`src/rtl/tsdf_pkg.sv`:
```
// shared constants, codes and control types for the tagged sample demux fifo
`timescale 1ns / 1ps

package tsdf_pkg;

  // queue geometry
  localparam int GYRO_DEPTH  = 256;
  localparam int ACCEL_DEPTH = 256;
  localparam int G_AW = $clog2(GYRO_DEPTH);
  localparam int A_AW = $clog2(ACCEL_DEPTH);
  localparam int G_PW = $clog2(2 * GYRO_DEPTH);
  localparam int A_PW = $clog2(2 * ACCEL_DEPTH);

  // payload widths
  localparam int SAMPLE_W   = 48;
  localparam int TAG_BYTE_W = 8;
  localparam int TAG_W      = 5;
  localparam int STATUS_W   = 3;
  localparam int FILL_OUT_W = 9;
  localparam int CFG_IDX_W  = 2;
  localparam int CFG_DATA_W = 1;

  // item modes and read targets
  localparam logic MODE_PUSH    = 1'b0;
  localparam logic MODE_READ    = 1'b1;
  localparam logic SENSOR_GYRO  = 1'b0;
  localparam logic SENSOR_ACCEL = 1'b1;

  // tags in bits 7..3 of the tag byte
  localparam logic [TAG_W-1:0] TAG_GYRO  = 5'd1;
  localparam logic [TAG_W-1:0] TAG_ACCEL = 5'd2;

  // register indexes
  localparam logic [CFG_IDX_W-1:0] CFG_GYRO_EN  = 2'd0;
  localparam logic [CFG_IDX_W-1:0] CFG_ACCEL_EN = 2'd1;

  // result status codes
  localparam logic [STATUS_W-1:0] STS_STORED    = 3'd0;
  localparam logic [STATUS_W-1:0] STS_DROP_FULL = 3'd1;
  localparam logic [STATUS_W-1:0] STS_DROP_TAG  = 3'd2;
  localparam logic [STATUS_W-1:0] STS_READ_OK   = 3'd3;
  localparam logic [STATUS_W-1:0] STS_EMPTY     = 3'd4;
  localparam logic [STATUS_W-1:0] STS_READ_DIS  = 3'd5;

  typedef enum logic [1:0] {
    ST_IDLE,
    ST_EXEC,
    ST_LOAD
  } state_t;

  // controller to datapath
  typedef struct packed {
    logic load;
    logic exec;
    logic emit;
  } tsdf_cmd_t;

  // datapath to controller
  typedef struct packed {
    logic out_stall;
  } tsdf_stat_t;

endpackage

```
`src/rtl/tsdf_ctrl.sv`:
```
// sequencing state machine: accept, execute, load the response register
`timescale 1ns / 1ps

module tsdf_ctrl (
  input  logic                 clk,
  input  logic                 rst,
  input  logic                 in_valid,
  output logic                 in_ready,
  input  tsdf_pkg::tsdf_stat_t stat,
  output tsdf_pkg::tsdf_cmd_t  cmd
);

  tsdf_pkg::state_t state;
  tsdf_pkg::state_t state_next;

  always_ff @(posedge clk) begin
    if (rst) begin
      state <= tsdf_pkg::ST_IDLE;
    end else begin
      state <= state_next;
    end
  end

  always_comb begin
    state_next = state;
    case (state)
      tsdf_pkg::ST_IDLE: begin
        if (in_valid) state_next = tsdf_pkg::ST_EXEC;
      end
      tsdf_pkg::ST_EXEC: begin
        state_next = tsdf_pkg::ST_LOAD;
      end
      tsdf_pkg::ST_LOAD: begin
        if (!stat.out_stall) state_next = tsdf_pkg::ST_IDLE;
      end
      default: begin
        state_next = tsdf_pkg::ST_IDLE;
      end
    endcase
  end

  always_comb begin
    in_ready = 1'b0;
    cmd      = '0;
    case (state)
      tsdf_pkg::ST_IDLE: begin
        in_ready = 1'b1;
        cmd.load = in_valid;
      end
      tsdf_pkg::ST_EXEC: begin
        cmd.exec = 1'b1;
      end
      tsdf_pkg::ST_LOAD: begin
        cmd.emit = !stat.out_stall;
      end
      default: begin
        in_ready = 1'b0;
      end
    endcase
  end

endmodule

```
`config.mk`:
```
export PLATFORM = sky130hd
export DESIGN_NAME = tsdf_ctrl
export DESIGN_NICKNAME = d
export VERILOG_FILES = /design/src/rtl/tsdf_pkg.sv /design/src/rtl/tsdf_ctrl.sv
export SDC_FILE = /design/constraint.sdc
export NUM_CORES = 1
export LEC_CHECK = 0
export BUFFER_PORTS_ARGS = -buffer_cell sky130_fd_sc_hd__buf_4
export CAP_MARGIN = 30
export CORE_AREA = 2 2 39 41
export DETAILED_ROUTE_END_ITERATION = 8
export DIE_AREA = 0 0 41 43
export GPL_TIMING_DRIVEN = 0
export SLEW_MARGIN = 20
export SYNTH_ARGS = -nofsm -noshare
export SYNTH_HDL_FRONTEND = slang
export SYNTH_SLANG_ARGS = --single-unit
export TNS_END_PERCENT = 30
```
`constraint.sdc`:
```
create_clock -name clk -period 0.8 [get_ports clk]
set_input_delay 0.16 -clock clk [delete_from_list [all_inputs] [get_ports clk]]
set_output_delay 0.16 -clock clk [all_outputs]
set_load 0.01 [all_outputs]
```
# Yosys cells after proc, flatten, opt, wreduce, memory -nomap -nowiden
# Cells that the tools add are included.
dict set report op_classes {
  n_eq_ne 4
  mux 7
  reduce_logical 3
}
# op count
set op_table {}
lappend op_table {{$pmux 2 s3} 1}
lappend op_table {{$mux 1} 4}
lappend op_table {{$mux 2} 2}
lappend op_table {{$ne 2x2->1 const B} 2}
lappend op_table {{$eq 2x1->1 const B} 1}
lappend op_table {{$eq 2x2->1 const B} 1}
lappend op_table {{$logic_not 2->1} 1}
lappend op_table {{$reduce_and 2->1} 1}
lappend op_table {{$logic_not 1->1} 1}
dict set report word_totals {
  register_bits 2
  inputBits 4
  out_inout_bits 4
  word_cells 15
}

# Logic depth before layout (Yosys ltp)
dict set report logic_depth {
  ltp_word 3
  ltp_mapped 2
  ltp_nobuf 2
}

# Worst setup path after synthesis
# No wires, ideal clock.
dict set report synth_timing {
  kind {flip-flop to output port}
  from {reg state[1]}
  to {out cmd[0] (netlist name)}
  arrival_time_ns 0.694
  t_required_ns 0.640
  path_slack_ns -0.054
  stages_incl_launch_ff 2
  path_buffers 0
  cell_sequence {dfxtp_1 > nor3b_1}
}
# element line_no
set synth_rtl {}
lappend synth_rtl {{start, declared} tsdf_ctrl.sv:13} ;# tsdf_pkg::state_t state;
lappend synth_rtl {{start signal, assigned} tsdf_ctrl.sv:18} ;# state <= tsdf_pkg::ST_IDLE;
lappend synth_rtl {{start signal, assigned} tsdf_ctrl.sv:20} ;# state <= state_next;
lappend synth_rtl {{end, declared} tsdf_ctrl.sv:10} ;# output tsdf_pkg::tsdf_cmd_t cmd

==> metrics.md <==
| Metric | Value |
|---|---|
| Sequential share of the synthesized area | `42.1%` |
| CTS tree | `yes` |
| ANT nets after route | `0` |
| Number of global-route vias before repair | `71` |
| Initial drt markers | `0` |
| Type of the worst setup path | `reg -> out` |
| Share of layout cells above drive strength 1 | `75.0%` |
| Via count | `107` |
| Largest registers | `state: 2 flops` |
| H-tree Lvls | `1` |
| Rel. slew slack | `90.0%` |
| Die height | `43 um` |
| Number of diodes | `0` |
| Rows | `14` |
| CP Data Required Time | `0.64 ns` |
| Critical-path cell list | `nor3b_2 > buf_4` |
| CP endpoint kind | `output port` |
| Root Buffer | `clkbuf_4` |
| I/O pins | `8` |
| First-pass GRT wire length | `276 um` |
| Critical path depth | `2` |
| Max clock buf depth | `2` |
| Clk pin slew, worst setup/hold paths | `0.03 ns` |
| Crit share post-route | `132%` |
| Max_cap viols | `0` |
| CTS hold repair buffers | `0` |
| Post-CTS Setup Bufs | `0` |
| Crit path launch type | `register` |
| Maximum vdd drop | `0.000256 V` |
| Distinct cells, synth | `9` |
| Cell area after synthesis | `95.1 sq um` |
| Slowest cell on crit path | `dfxtp_2` |
| Static Leak | `0.0000932 uW` |
| Crit Reg-Reg Startpoint | `state[0]` |
| Initial antenna violation count | `0` |
| Final #Nets | `26` |
| Most flops, register | `state` |
| Top cell family by delay on the critical path | `flip-flops` |
| Routability cong. | `0.443` |
| Largest net degree at the start of global routing | `6` |
| Hold_ws | `0.0944 ns` |
| Pre-antenna DRT Iters | `1` |
| Fin util | `14.3%` |
| Area Growth Syn to Fin | `108%` |
| Syn_area_per_cell | `9.51 sq um` |
| Clk sink count | `2` |
| Final hold viol count | `0` |
| Failing checks | `negative setup slack` |
| Synthesized Nets | `14` |
| Total wire length | `242 um` |
| Number of buffers added on ports | `7` |
| Slew at the pin closest to its max-slew limit | `0.150 ns` |
| P per Cell Area | `2020 nW/um^2` |
| Final setup viols | `4` |
| Via-per-instance ratio | `2.97` |
| Number of fill cells | `162` |
| RR Endpoint | `state[0]` |
| Tot GR Track Use | `3.81%` |
| Max FFs per register | `2` |
| Drc violations | `0` |
| Die Wd | `41 um` |
| Reg2Reg Setup Slack | `0.06 ns` |
| CORE AREA | `1380 sq um` |
| Worst setup path endpoint | `cmd[2]` |
| Slew Viols, Final | `0` |
| Post-route setup slack | `-0.257 ns` |
| CP startpoint | `state[0]` |
| Crit-path max FO | `5` |
| Clock Latency Late Sink | `0.22 ns` |
| WL/cell | `6.72 um` |
| CTS buffer count | `3` |
| FF+latch count, synth | `2` |
| Synthesis Warnings | `0` |
| Most common cell after layout, fill and taps aside | `buf_4` |
| Worst Reg-to-Reg Cells | `2` |
| Synth Instances | `10` |
| Die ar. | `1760 sq um` |
| CP bufs+invs | `1` |
| Minimum clock period | `1.06 ns` |
| RSZ-0062 raised after global routing | `yes` |
| Hold crit path type | `in -> reg` |
| Critical path's largest stage delay | `0.33 ns` |
| Fmax | `0.946 GHz` |
| Worst Skew | `0.00203 ns` |
| Most frequent cells in the layout | `buf_4, clkbuf_4, nor3b_2, dfxtp_2` |
| Initial Utilization | `6.87%` |
| Outcome | `finished with violations` |
| Critical path arrival | `0.90 ns` |
| GRT overflow | `0` |
## routing by layer
layer	track usage [%]	wire (um)
met4	8.00	21
met3	6.28	66
met2	2.19	72
met1	2.24	81
met5	0	0
## stage by stage
step | std cells | setup slack (ns) | total power, uW | area (sq um) | setup TNS, ns
final | 36 | -0.257 | 400 | 198 | -0.829
after CTS | 36 | -0.277 | 417 | 198 | -0.898
after global routing | 36 | -0.301 | 436 | 198 | -1.03
after global placement | 33 | -0.0498 | 178 | 173 | -0.135
after floorplan | 10 | -0.00876 | 142 | 100 | -0.00876
after detailed placement | 33 | -0.0441 | 179 | 173 | -0.121
## Yosys cell counts, drive strengths merged
cell    count  area [sq um]
a21oi       1          5.00
nand3b      1          7.51
nor3b       2          20.0
nor2        1          3.75
dfxtp       2          40.0
and2b       1          8.76
nand2b      1          6.26
inv         1          3.75
## power breakdown
group          total (uW)  internal (uW)  switching (uW)
sequential            116            108            7.85
clock                 222            165            56.9
combinational        61.6           38.9            22.7
total                 400            312            87.4
## kinds of logic after synthesis
group | count (synthesis) | share of synthesized area, %
flip-flops | 2 | 42.1
buffers and inverters | 1 | 3.94
AO/OA/AOI/OAI | 1 | 5.26
AND/OR/NAND/NOR | 6 | 48.7
## timing repair
action                                  in CTS  in global routing
gates resized for setup                      2                  0
endpoints found under the setup margin       4                  4
pin swaps                                    1                  0
## worst min-delay path by stage
| stage | start | to | slack [ns] | cells past startpoint |
|---|---|---|---|---|
| CTS | rst | state[1] | 0.09 | 2 |
| global placement | rst | state[1] | 0.33 | 2 |
| detailed placement | rst | state[1] | 0.34 | 2 |
| global route | rst | state[1] | 0.08 | 2 |
| floorplan | rst | state[1] | 0.23 | 1 |
| finish | rst | state[1] | 0.09 | 2 |
## layout make-up
type / count / area (sq um) / area share, %
Multi-Input combinational cell: 7 / 56.3 / 28.5
Timing Repair Buffer: 7 / 52.6 / 26.6
Sequential cell: 2 / 42.5 / 21.5
Clock buffer: 3 / 22.5 / 11.4
Tap cell: 16 / 20.0 / 10.1
Inverter: 1 / 3.75 / 1.90
Power figures use the tool's default switching activity.
